--- config.mk ---
export PLATFORM = sky130hd
export DESIGN_NAME = wheel_odometry_dead_reckoning_core_flat
export DESIGN_NICKNAME = d
export VERILOG_FILES = /design/src/design/wodr_pkg.sv /design/src/design/wodr_if.sv /design/src/design/wheel_odometry_dead_reckoning_core.sv /design/src/design/wodr_cordic.sv /design/src/flat_wrapper.sv
export SDC_FILE = /design/constraint.sdc
export NUM_CORES = 2
export LEC_CHECK = 0
export ABC_AREA = 1
export BUFFER_PORTS_ARGS = -buffer_cell sky130_fd_sc_hd__buf_4
export CELL_PAD_IN_SITES_DETAIL_PLACEMENT = 2
export CELL_PAD_IN_SITES_GLOBAL_PLACEMENT = 2
export CORE_UTILIZATION = 40
export CTS_CLUSTER_DIAMETER = 200
export CTS_CLUSTER_SIZE = 12
export DETAILED_ROUTE_END_ITERATION = 16
export GPL_TIMING_DRIVEN = 0
export PLACE_DENSITY = 0.82
export SYNTH_ARGS = -nofsm -noshare
export SYNTH_HDL_FRONTEND = slang
export SYNTH_SLANG_ARGS = --single-unit
--- constraint.sdc ---
create_clock -name i_clk -period 28.4 [get_ports i_clk]
set_input_delay 0 -clock i_clk [delete_from_list [all_inputs] [get_ports i_clk]]
set_output_delay 0 -clock i_clk [all_outputs]
set_load 0.05 [all_outputs]
--- src/design/wodr_pkg.sv ---
// ----------------------------------------------------------------------------
// wodr_pkg
// shared types and constants of the wheel odometry core
// ----------------------------------------------------------------------------
package wodr_pkg;

    localparam int SPEED_BITS   = 12;
    localparam int HEAD_BITS    = 16;
    localparam int POS_BITS     = 28;
    localparam int GAIN_BITS    = 16;
    localparam int CFG_IDX_BITS = 8;
    localparam int CORDIC_ITERS = 16;

    localparam logic [7:0] CFG_LEFT_GAIN  = 8'd0;
    localparam logic [7:0] CFG_RIGHT_GAIN = 8'd1;

    localparam logic [15:0] LEFT_GAIN_RST  = 16'd21352;
    localparam logic [15:0] RIGHT_GAIN_RST = 16'd20998;

    localparam logic signed [23:0] HEAD_K       = 24'sd2360910;
    localparam logic signed [19:0] PI_Q13       = 20'sd25736;
    localparam logic signed [19:0] TWO_PI_Q13   = 20'sd51472;
    localparam logic signed [19:0] HALF_PI_Q16  = 20'sd102944;
    localparam logic signed [19:0] PI_Q16       = 20'sd205887;
    localparam logic signed [33:0] CORDIC_GAIN  = 34'sd652032874;
    localparam logic signed [29:0] POS_MAX      = 30'sd134217727;
    localparam logic signed [29:0] POS_MIN      = -30'sd134217728;

    typedef logic [19:0] t_atan_tab [CORDIC_ITERS];
    localparam t_atan_tab ATAN_Q16 = '{
        20'd51472, 20'd30385, 20'd16055, 20'd8150, 20'd4091, 20'd2047,
        20'd1024, 20'd512, 20'd256, 20'd128, 20'd64, 20'd32, 20'd16,
        20'd8, 20'd4, 20'd2
    };

    // cordic control between sequencer and rotator
    typedef struct packed {
        logic                        start;
        logic signed [HEAD_BITS-1:0] angle;
    } t_cordic_req;

    typedef struct packed {
        logic               done;
        logic signed [33:0] cos_v;
        logic signed [33:0] sin_v;
    } t_cordic_rsp;

endpackage

--- src/design/wodr_if.sv ---
// ----------------------------------------------------------------------------
// wodr_if
// valid/ready channel interfaces of the core
// ----------------------------------------------------------------------------
interface wodr_tick_if #(parameter int TICK_BITS = 12);
    logic                 valid;
    logic                 ready;
    logic [TICK_BITS-1:0] left_ticks;
    logic [TICK_BITS-1:0] right_ticks;
    modport source (output valid, left_ticks, right_ticks, input ready);
    modport sink (input valid, left_ticks, right_ticks, output ready);
endinterface

interface wodr_pose_if;
    logic        valid;
    logic        ready;
    logic [11:0] left_speed;
    logic [11:0] right_speed;
    logic        pose_updated;
    logic signed [15:0] heading;
    logic signed [27:0] pos_x;
    logic signed [27:0] pos_y;
    modport source (output valid, left_speed, right_speed, pose_updated, heading,
                    pos_x, pos_y, input ready);
    modport sink (input valid, left_speed, right_speed, pose_updated, heading,
                  pos_x, pos_y, output ready);
endinterface

interface wodr_cfg_if;
    logic        valid;
    logic        ready;
    logic [7:0]  index;
    logic [15:0] data;
    modport source (output valid, index, data, input ready);
    modport sink (input valid, index, data, output ready);
endinterface

--- src/design/wheel_odometry_dead_reckoning_core.sv ---
// ----------------------------------------------------------------------------
// wheel_odometry_dead_reckoning_core
// encoder speed filter and dead-reckoning pose integrator
// ----------------------------------------------------------------------------
// a plain sample runs the ring sum and speed multiplies; one that closes a
//   pose group adds group sum, averages, heading, the 16 cordic iterations
//   and position update. Requests are taken only in idle; the output
//   register lets the next request start while a result waits
// reset: synchronous active low; rings, groups, slots and pose cleared,
//   gains take their reset values
module wheel_odometry_dead_reckoning_core
    import wodr_pkg::*;
#(
    parameter int AVG_TAPS   = 3,
    parameter int POSE_GROUP = 5,
    parameter int TICK_BITS  = 12
) (
    input  logic        i_clk,
    input  logic        i_rst_n,
    wodr_tick_if.sink   i_tick,
    wodr_pose_if.source o_pose,
    wodr_cfg_if.sink    i_cfg
);

    localparam int RS_BITS = (AVG_TAPS < 2) ? 1 : $clog2(AVG_TAPS);
    localparam int GS_BITS = $clog2(POSE_GROUP + 1);
    localparam int GI_BITS = (POSE_GROUP < 2) ? 1 : $clog2(POSE_GROUP);
    localparam int CNT_BITS = ((RS_BITS > GI_BITS) ? RS_BITS : GI_BITS) + 1;
    localparam int SUM_BITS = TICK_BITS + 5;
    localparam int GSUM_BITS = SPEED_BITS + 5;
    // reciprocal of the group size, exact floor for any group sum
    localparam int AVG_SH = GSUM_BITS + GI_BITS;
    localparam int AVG_RECIP = (2**AVG_SH + POSE_GROUP - 1) / POSE_GROUP;

    typedef enum logic [3:0] {
        S_IDLE, S_SUM, S_MULL, S_MULR, S_GSUM, S_AVGL, S_AVGR, S_HEAD, S_WRAP,
        S_CORD, S_PX, S_PY, S_OUT
    } t_state;

    t_state r_state;
    logic [15:0] r_lgain, r_rgain;
    logic [TICK_BITS-1:0] r_lring [AVG_TAPS];
    logic [TICK_BITS-1:0] r_rring [AVG_TAPS];
    logic [SPEED_BITS-1:0] r_lgrp [POSE_GROUP];
    logic [SPEED_BITS-1:0] r_rgrp [POSE_GROUP];
    logic [RS_BITS-1:0] r_rslot;
    logic [GS_BITS-1:0] r_gslot;
    logic [CNT_BITS-1:0] r_cnt;
    logic [SUM_BITS-1:0]  r_lsum, r_rsum;
    logic [GSUM_BITS-1:0] r_glsum, r_grsum;
    logic [SPEED_BITS-1:0] r_vl, r_vr;
    logic signed [HEAD_BITS-1:0] r_head;
    logic signed [19:0] r_h;
    logic signed [POS_BITS-1:0] r_px, r_py;
    logic r_upd, r_ovalid, r_cstart;

    // output register
    logic [SPEED_BITS-1:0] r_ovl, r_ovr;
    logic r_oupd;
    logic signed [HEAD_BITS-1:0] r_ohead;
    logic signed [POS_BITS-1:0] r_opx, r_opy;
    logic out_free;

    // shared multiplier, one product per cycle
    logic signed [33:0] mul_a;
    logic signed [20:0] mul_b;
    logic signed [55:0] mul_p;
    assign mul_p = 56'(mul_a) * 56'(mul_b);

    t_cordic_req cq;
    t_cordic_rsp cr;
    assign cq.start = r_cstart;
    assign cq.angle = r_head;

    wodr_cordic u_cordic (.i_clk(i_clk), .i_rst_n(i_rst_n), .i_req(cq), .o_rsp(cr));

    logic [SPEED_BITS-1:0] r_al, r_ar;
    logic signed [20:0] trip_len;
    logic signed [29:0] pos_new;
    logic signed [POS_BITS-1:0] pos_old;
    logic [SUM_BITS+15:0] spd;

    // distance of the group in signed Q16.5
    assign trip_len = (21'(r_ar) + 21'(r_al)) * 21'sd32;

    // operand selection
    always_comb begin
        mul_a = '0;
        mul_b = '0;
        case (r_state)
            S_MULL: begin mul_a = 34'(r_lsum); mul_b = 21'(r_lgain); end
            S_MULR: begin mul_a = 34'(r_rsum); mul_b = 21'(r_rgain); end
            S_AVGL: begin mul_a = 34'(r_glsum); mul_b = 21'(AVG_RECIP); end
            S_AVGR: begin mul_a = 34'(r_grsum); mul_b = 21'(AVG_RECIP); end
            S_HEAD: begin mul_a = 34'(HEAD_K); mul_b = 21'(r_ar) - 21'(r_al); end
            S_PX:   begin mul_a = cr.cos_v; mul_b = trip_len; end
            S_PY:   begin mul_a = cr.sin_v; mul_b = trip_len; end
            default: ;
        endcase
    end

    assign spd = mul_p[SUM_BITS+15:0];
    assign pos_old = (r_state == S_PX) ? r_px : r_py;
    assign pos_new = 30'(pos_old) + 30'((mul_p + (56'sd1 <<< 29)) >>> 30);

    logic [SPEED_BITS-1:0] spd_sat;
    assign spd_sat = (spd[SUM_BITS+15:16] > (SUM_BITS)'(4095)) ? 12'd4095
                   : spd[27:16];

    logic signed [POS_BITS-1:0] pos_sat;
    assign pos_sat = (pos_new > POS_MAX) ? POS_BITS'(POS_MAX)
                   : (pos_new < POS_MIN) ? POS_BITS'(POS_MIN) : pos_new[POS_BITS-1:0];

    logic signed [19:0] h_add;
    assign h_add = 20'((mul_p + 56'sd32768) >>> 16);

    assign out_free     = !r_ovalid || o_pose.ready;
    assign i_tick.ready = (r_state == S_IDLE);
    assign i_cfg.ready  = 1'b1;

    always_ff @(posedge i_clk) begin
        if (!i_rst_n) begin
            r_state <= S_IDLE;
            r_lgain <= LEFT_GAIN_RST;
            r_rgain <= RIGHT_GAIN_RST;
            for (int i = 0; i < AVG_TAPS; i++) begin
                r_lring[i] <= '0;
                r_rring[i] <= '0;
            end
            for (int i = 0; i < POSE_GROUP; i++) begin
                r_lgrp[i] <= '0;
                r_rgrp[i] <= '0;
            end
            r_rslot  <= '0;
            r_gslot  <= '0;
            r_head   <= '0;
            r_px     <= '0;
            r_py     <= '0;
            r_ovalid <= 1'b0;
            r_cstart <= 1'b0;
            r_upd    <= 1'b0;
            r_ovl    <= '0;
            r_ovr    <= '0;
            r_oupd   <= 1'b0;
            r_ohead  <= '0;
            r_opx    <= '0;
            r_opy    <= '0;
        end else begin
            r_cstart <= (r_state == S_WRAP);
            if (i_cfg.valid) begin
                if (i_cfg.index == CFG_LEFT_GAIN) r_lgain <= i_cfg.data;
                else if (i_cfg.index == CFG_RIGHT_GAIN) r_rgain <= i_cfg.data;
            end
            // output register, loaded once the result slot is free
            if (r_state == S_OUT && out_free) begin
                r_ovalid <= 1'b1;
                r_ovl    <= r_vl;
                r_ovr    <= r_vr;
                r_oupd   <= r_upd;
                r_ohead  <= r_head;
                r_opx    <= r_px;
                r_opy    <= r_py;
            end else if (o_pose.ready) begin
                r_ovalid <= 1'b0;
            end
            case (r_state)
                S_IDLE: begin
                    if (i_tick.valid) begin
                        r_lring[r_rslot] <= i_tick.left_ticks;
                        r_rring[r_rslot] <= i_tick.right_ticks;
                        r_rslot <= (r_rslot == RS_BITS'(AVG_TAPS - 1)) ? '0
                                 : r_rslot + 1'b1;
                        r_lsum  <= '0;
                        r_rsum  <= '0;
                        r_cnt   <= '0;
                        r_state <= S_SUM;
                    end
                end
                // ring sum, one tap per cycle
                S_SUM: begin
                    r_lsum <= r_lsum + SUM_BITS'(r_lring[r_cnt[RS_BITS-1:0]]);
                    r_rsum <= r_rsum + SUM_BITS'(r_rring[r_cnt[RS_BITS-1:0]]);
                    r_cnt  <= r_cnt + 1'b1;
                    if (r_cnt == CNT_BITS'(AVG_TAPS - 1)) r_state <= S_MULL;
                end
                S_MULL: begin
                    r_vl <= spd_sat;
                    r_state <= S_MULR;
                end
                S_MULR: begin
                    r_vr <= spd_sat;
                    r_lgrp[r_gslot[GI_BITS-1:0]] <= r_vl;
                    r_rgrp[r_gslot[GI_BITS-1:0]] <= spd_sat;
                    r_glsum <= '0;
                    r_grsum <= '0;
                    r_cnt   <= '0;
                    if (r_gslot == GS_BITS'(POSE_GROUP - 1)) begin
                        r_gslot <= '0;
                        r_state <= S_GSUM;
                    end else begin
                        r_gslot <= r_gslot + 1'b1;
                        r_upd   <= 1'b0;
                        r_state <= S_OUT;
                    end
                end
                // group sum, one entry per cycle
                S_GSUM: begin
                    r_glsum <= r_glsum + GSUM_BITS'(r_lgrp[r_cnt[GI_BITS-1:0]]);
                    r_grsum <= r_grsum + GSUM_BITS'(r_rgrp[r_cnt[GI_BITS-1:0]]);
                    r_cnt   <= r_cnt + 1'b1;
                    if (r_cnt == CNT_BITS'(POSE_GROUP - 1)) r_state <= S_AVGL;
                end
                // group averages by reciprocal multiplication
                S_AVGL: begin
                    r_al    <= SPEED_BITS'(mul_p >>> AVG_SH);
                    r_state <= S_AVGR;
                end
                S_AVGR: begin
                    r_ar    <= SPEED_BITS'(mul_p >>> AVG_SH);
                    r_state <= S_HEAD;
                end
                S_HEAD: begin
                    r_h <= 20'(r_head) + h_add;
                    r_state <= S_WRAP;
                end
                // single wrap then clamp
                S_WRAP: begin
                    logic signed [19:0] h;
                    h = r_h;
                    if (h > PI_Q13) h = h - TWO_PI_Q13;
                    else if (h < -PI_Q13) h = h + TWO_PI_Q13;
                    if (h > PI_Q13) h = PI_Q13;
                    if (h < -PI_Q13) h = -PI_Q13;
                    r_head   <= h[HEAD_BITS-1:0];
                    r_state  <= S_CORD;
                end
                S_CORD: begin
                    if (cr.done) r_state <= S_PX;
                end
                S_PX: begin
                    r_px <= pos_sat;
                    r_state <= S_PY;
                end
                S_PY: begin
                    r_py <= pos_sat;
                    r_upd <= 1'b1;
                    r_state <= S_OUT;
                end
                // wait for a free output register
                S_OUT: begin
                    if (out_free) r_state <= S_IDLE;
                end
                default: r_state <= S_IDLE;
            endcase
        end
    end

    assign o_pose.valid        = r_ovalid;
    assign o_pose.left_speed   = r_ovl;
    assign o_pose.right_speed  = r_ovr;
    assign o_pose.pose_updated = r_oupd;
    assign o_pose.heading      = r_ohead;
    assign o_pose.pos_x        = r_opx;
    assign o_pose.pos_y        = r_opy;

endmodule

--- src/design/wodr_cordic.sv ---
// ----------------------------------------------------------------------------
// wodr_cordic
// iterative rotation-mode cordic, one micro-rotation per cycle
// ----------------------------------------------------------------------------
module wodr_cordic
    import wodr_pkg::*;
(
    input  logic        i_clk,
    input  logic        i_rst_n,
    input  t_cordic_req i_req,
    output t_cordic_rsp o_rsp
);

    logic signed [33:0] r_x, r_y;
    logic signed [20:0] r_z;
    logic [3:0]         r_iter;
    logic               r_busy, r_neg, r_done;

    logic signed [20:0] n_z0;
    logic               n_neg0;
    logic signed [33:0] sx, sy;

    // quadrant fold of the start angle
    always_comb begin
        n_z0   = 21'(i_req.angle) * 21'sd8;
        n_neg0 = 1'b0;
        if (n_z0 > 21'(HALF_PI_Q16)) begin
            n_z0   = n_z0 - 21'(PI_Q16);
            n_neg0 = 1'b1;
        end else if (n_z0 < -21'(HALF_PI_Q16)) begin
            n_z0   = n_z0 + 21'(PI_Q16);
            n_neg0 = 1'b1;
        end
    end

    assign sx = r_x >>> r_iter;
    assign sy = r_y >>> r_iter;

    always_ff @(posedge i_clk) begin
        if (!i_rst_n) begin
            r_busy <= 1'b0;
            r_done <= 1'b0;
            r_iter <= '0;
        end else begin
            r_done <= 1'b0;
            if (i_req.start) begin
                r_busy <= 1'b1;
                r_iter <= '0;
                r_x    <= CORDIC_GAIN;
                r_y    <= '0;
                r_z    <= n_z0;
                r_neg  <= n_neg0;
            end else if (r_busy) begin
                if (!r_z[20]) begin
                    r_x <= r_x - sy;
                    r_y <= r_y + sx;
                    r_z <= r_z - 21'(ATAN_Q16[r_iter]);
                end else begin
                    r_x <= r_x + sy;
                    r_y <= r_y - sx;
                    r_z <= r_z + 21'(ATAN_Q16[r_iter]);
                end
                r_iter <= r_iter + 4'd1;
                if (r_iter == 4'(CORDIC_ITERS - 1)) begin
                    r_busy <= 1'b0;
                    r_done <= 1'b1;
                end
            end
        end
    end

    assign o_rsp.done  = r_done;
    assign o_rsp.cos_v = r_neg ? -r_x : r_x;
    assign o_rsp.sin_v = r_neg ? -r_y : r_y;

endmodule

--- src/flat_wrapper.sv ---
// flat-port wrapper written by rule: the top's interface ports become plain ports
module wheel_odometry_dead_reckoning_core_flat import wodr_pkg::*;
#(
    parameter int AVG_TAPS   = 3,
    parameter int POSE_GROUP = 5,
    parameter int TICK_BITS  = 12
)
  (i_clk, i_rst_n, i_tick_valid, i_tick_left_ticks, i_tick_right_ticks, i_tick_ready, o_pose_valid, o_pose_left_speed, o_pose_right_speed, o_pose_pose_updated, o_pose_heading, o_pose_pos_x, o_pose_pos_y, o_pose_ready, i_cfg_valid, i_cfg_index, i_cfg_data, i_cfg_ready);
  wodr_tick_if #(.TICK_BITS(TICK_BITS)) i_tick_i ();
  wodr_pose_if o_pose_i ();
  wodr_cfg_if i_cfg_i ();
  input  logic i_clk;
  input  logic i_rst_n;
  input wire logic [$bits(i_tick_i.valid)-1:0] i_tick_valid;
  input wire logic [$bits(i_tick_i.left_ticks)-1:0] i_tick_left_ticks;
  input wire logic [$bits(i_tick_i.right_ticks)-1:0] i_tick_right_ticks;
  output wire logic [$bits(i_tick_i.ready)-1:0] i_tick_ready;
  output wire logic [$bits(o_pose_i.valid)-1:0] o_pose_valid;
  output wire logic [$bits(o_pose_i.left_speed)-1:0] o_pose_left_speed;
  output wire logic [$bits(o_pose_i.right_speed)-1:0] o_pose_right_speed;
  output wire logic [$bits(o_pose_i.pose_updated)-1:0] o_pose_pose_updated;
  output wire logic [$bits(o_pose_i.heading)-1:0] o_pose_heading;
  output wire logic [$bits(o_pose_i.pos_x)-1:0] o_pose_pos_x;
  output wire logic [$bits(o_pose_i.pos_y)-1:0] o_pose_pos_y;
  input wire logic [$bits(o_pose_i.ready)-1:0] o_pose_ready;
  input wire logic [$bits(i_cfg_i.valid)-1:0] i_cfg_valid;
  input wire logic [$bits(i_cfg_i.index)-1:0] i_cfg_index;
  input wire logic [$bits(i_cfg_i.data)-1:0] i_cfg_data;
  output wire logic [$bits(i_cfg_i.ready)-1:0] i_cfg_ready;
  assign i_tick_i.valid = i_tick_valid;
  assign i_tick_i.left_ticks = i_tick_left_ticks;
  assign i_tick_i.right_ticks = i_tick_right_ticks;
  assign i_tick_ready = i_tick_i.ready;
  assign o_pose_valid = o_pose_i.valid;
  assign o_pose_left_speed = o_pose_i.left_speed;
  assign o_pose_right_speed = o_pose_i.right_speed;
  assign o_pose_pose_updated = o_pose_i.pose_updated;
  assign o_pose_heading = o_pose_i.heading;
  assign o_pose_pos_x = o_pose_i.pos_x;
  assign o_pose_pos_y = o_pose_i.pos_y;
  assign o_pose_i.ready = o_pose_ready;
  assign i_cfg_i.valid = i_cfg_valid;
  assign i_cfg_i.index = i_cfg_index;
  assign i_cfg_i.data = i_cfg_data;
  assign i_cfg_ready = i_cfg_i.ready;
  wheel_odometry_dead_reckoning_core #(.AVG_TAPS(AVG_TAPS), .POSE_GROUP(POSE_GROUP), .TICK_BITS(TICK_BITS)) u_core (.i_clk(i_clk), .i_rst_n(i_rst_n), .i_tick(i_tick_i), .o_pose(o_pose_i), .i_cfg(i_cfg_i));
endmodule
==> metrics.txt <==
total standard cell area after synthesis 72300 um2; first-pass GRT wire length 509 mm; HPWL reported at the end of detailed placement 269 mm; number of gates resized after cts 0; async set-or-reset flop fraction in the synthesized netlist 0%; Std-Cell Rows 155; register clock-pin slew on the reported worst setup and hold paths 0.08 ns; final global-route overflow total 0; Setup Slack @ Placement 11.52 ns; via count of the first global-routing pass 77600; headroom to the max-slew limit 2.17%; part of the Yosys area used for sequential elements 27.7%; post-layout net count 10900; Post-synth EDFFs 518; crit-path max FO 10; placed cell count 11900; PnR worst setup slack 10.88 ns; period utilisation layout 61.7%; remaining number of nets flagged by the antenna check after routing 0; hold_ws 0.0361 ns; #FFs+latches synth 740; worst endpoint required time 29.06 ns; crit path kind reg -> reg; number of pins exceeding their max-slew limit in the final report 0; routed len/inst 28.7 um; area delta synth->final 10.8%; unrepaired setup endpoints after global routing no; effective utilization at floorplan 40.4%; y dimension of the die 427 um; deepest level of the CTS H-tree 3; cell repeated most along the worst path nand2_1; classification of the worst-slack hold path in -> reg; total setup violations reported at the end of the flow 0; arrival time at the worst endpoint 18.18 ns; cell count after synthesis 9287; Num CTS Buffers 71; synth warn 0; clock root buffer clkbuf_16; crit path buf inv count 18; slew at the pin with the worst max-slew slack 1.46 ns; core region area 179000 um2; power density relative to cell area 112 nW/um2; count of maximum capacitance violations 0; Setup Fix Bufs, Post-CTS 0; number of port buffers 150; total negative setup slack 0 ns; violation count after the first detailed-route iteration 4659; total global-route track usage 37.9%; maximum ir drop on the vdd rail 0.105 mV; status finished clean; GR met2 Demand/Resource 63.5%; most frequent cell after synthesis inv_1; Crit Reg-Reg Startpoint u_core.r_ar[0]$_DFFE_PP_; Final GP Congestion 0.953; pin count of the biggest net entering global routing 53; peak per-stage delay on the critical path 1.15 ns; total power of the final layout 8.94 mW; number of distinct library cells after synthesis 65; met3 usage in global routing 5.88%; antenna violations before repair 10; ranking of synthesized cells by area edfxtp_1, fa_1, inv_1; synthesized area per cell 7.79 um2; routed vias 69300; Setup Skew 0.0795 ns; clock tree from TritonCTS built; crit path from u_core.r_ar[0]$_DFFE_PP_; non-filler instance count after layout 12100; Yosys top cell by area edfxtp_1; Worst-Skew Late Latency 0.76 ns; Hold Buf Count CTS 64; master of the slowest instance on the critical path nand4_1; most numerous cell types in the synthesized netlist inv_1, nand2_1, nor2_1; Worst Setup End Kind register; global-route met1 utilization 46.5%; floorplan die area 183000 um2; per-cell via count in the routed design 5.71; busiest layer in global routing met2; FMAX 0.0571 GHz; total I/O pin count 153; Top FF cell, synth edfxtp_1; total leakage power 37.9 nW; share of layout cells above drive strength 1 4.35%; post-layout min period 17.52 ns; launch point of the worst hold path i_cfg_index[4]; TritonRoute pass-1 iters 5; number of clock sinks 740; Setup crit start kind register; number of buffers on the longest clock path 3; portion of synthesized cell area occupied by the leading cell type 21.5%; DRC 0; die width 427 um; total wire length after detailed routing 348 mm; Top delay family on crit path simple AND/OR/NAND/NOR gates; Final Hold Viols 0
[state kept, by name, indices dropped and copies added, names as in the netlist, 34 cells and up, named ones only]
name and flops:
u_core.r_rring 48, u_core.u_cordic.r_x 34, u_core.r_lring 48, u_core.r_rgrp 96, u_core.u_cordic.r_y 34, u_core.r_lgrp 96
[worst paths after layout]
path / endpoint / slack, ns / cells past startpoint
max: u_core.r_px[9]$_SDFFE_PN0P_ / 10.88 / 72
min: u_core.r_rgain[4]$_SDFFE_PN0P_ / 0.04 / 5
max reg2reg: u_core.r_px[9]$_SDFFE_PN0P_ / 10.88 / 72
min reg2reg: u_core.o_pose.pos_y[22]$_SDFFE_PN0P_ / 0.47 / 2
[logic make-up after synthesis]
kind of cell	share of synthesized area [%]
AOI/OAI and AO/OA	12.1
other	0.0104
muxes	0.678
adders and majority gates	26.1
buffers and inverters	11.4
and+or+nand+nor	19.3
DFF	27.7
xor gates and xnor gates	2.74
[layer usage]
metal / routed length, um / vias up
li1: - / 30100
met1: 140000 / 35800
met2: 165000 / 2491
met3: 20500 / 943
met4: 22800 / 4
met5: 32 / -
[worst register-to-register path, delay by kind of cell (launching register included)]
| family | cells | cell delay, ns |
|---|---|---|
| DFF | 1 | 0.40 |
| xor gates and xnor gates | 2 | 0.84 |
| and+or+nand+nor | 34 | 6.86 |
| AOI/OAI and AO/OA | 6 | 1.39 |
| adders and majority gates | 12 | 5.19 |
| buffers and inverters | 18 | 2.80 |
[stage by stage]
step	cell area [um2]	utilization, %
finish	80100	44.8
global route	80100	44.8
CTS	80000	44.7
detailed placement	77200	43.2
global placement	76900	43.0
floorplan	72800	-
[cell usage in the layout (no fill, tap or decap), types with 41 or more instances in the layout]
master and instances:
inv_1 1811, nand2_1 1698, nor2_1 1025, fa_1 714, o21ai_0 696, a21oi_1 600
edfxtp_1 518, nand3_1 402, ha_1 366, clkbuf_1 331, dfxtp_1 222, buf_4 159
xor2_1 151, conb_1 141, nor3_1 83, clkbuf_16 71, xnor2_1 70, dlygate4sd3_1 64
o22ai_1 59, a31oi_1 55, mux2i_1 49, nand2_2 44, o21a_1 43, nand4_1 41
[layout make-up]
cell class	count	area (um2)
flip-flops and latches	740	20000
diodes	6	15.0
fillers	20600	98900
repair buffers	233	2040
multi-input cells	6509	44700
clock inverters	8	215
inverters	1837	6900
plain buffers	340	1350
well taps	2355	2950
clock buffers	117	1950
[power by group]
part	internal (mW)	switching (mW)
clock	0.481	0.517
sequential	1.34	0.0531
combinational	1.89	4.67
Note: power is estimated with default switching activity, not from simulation.
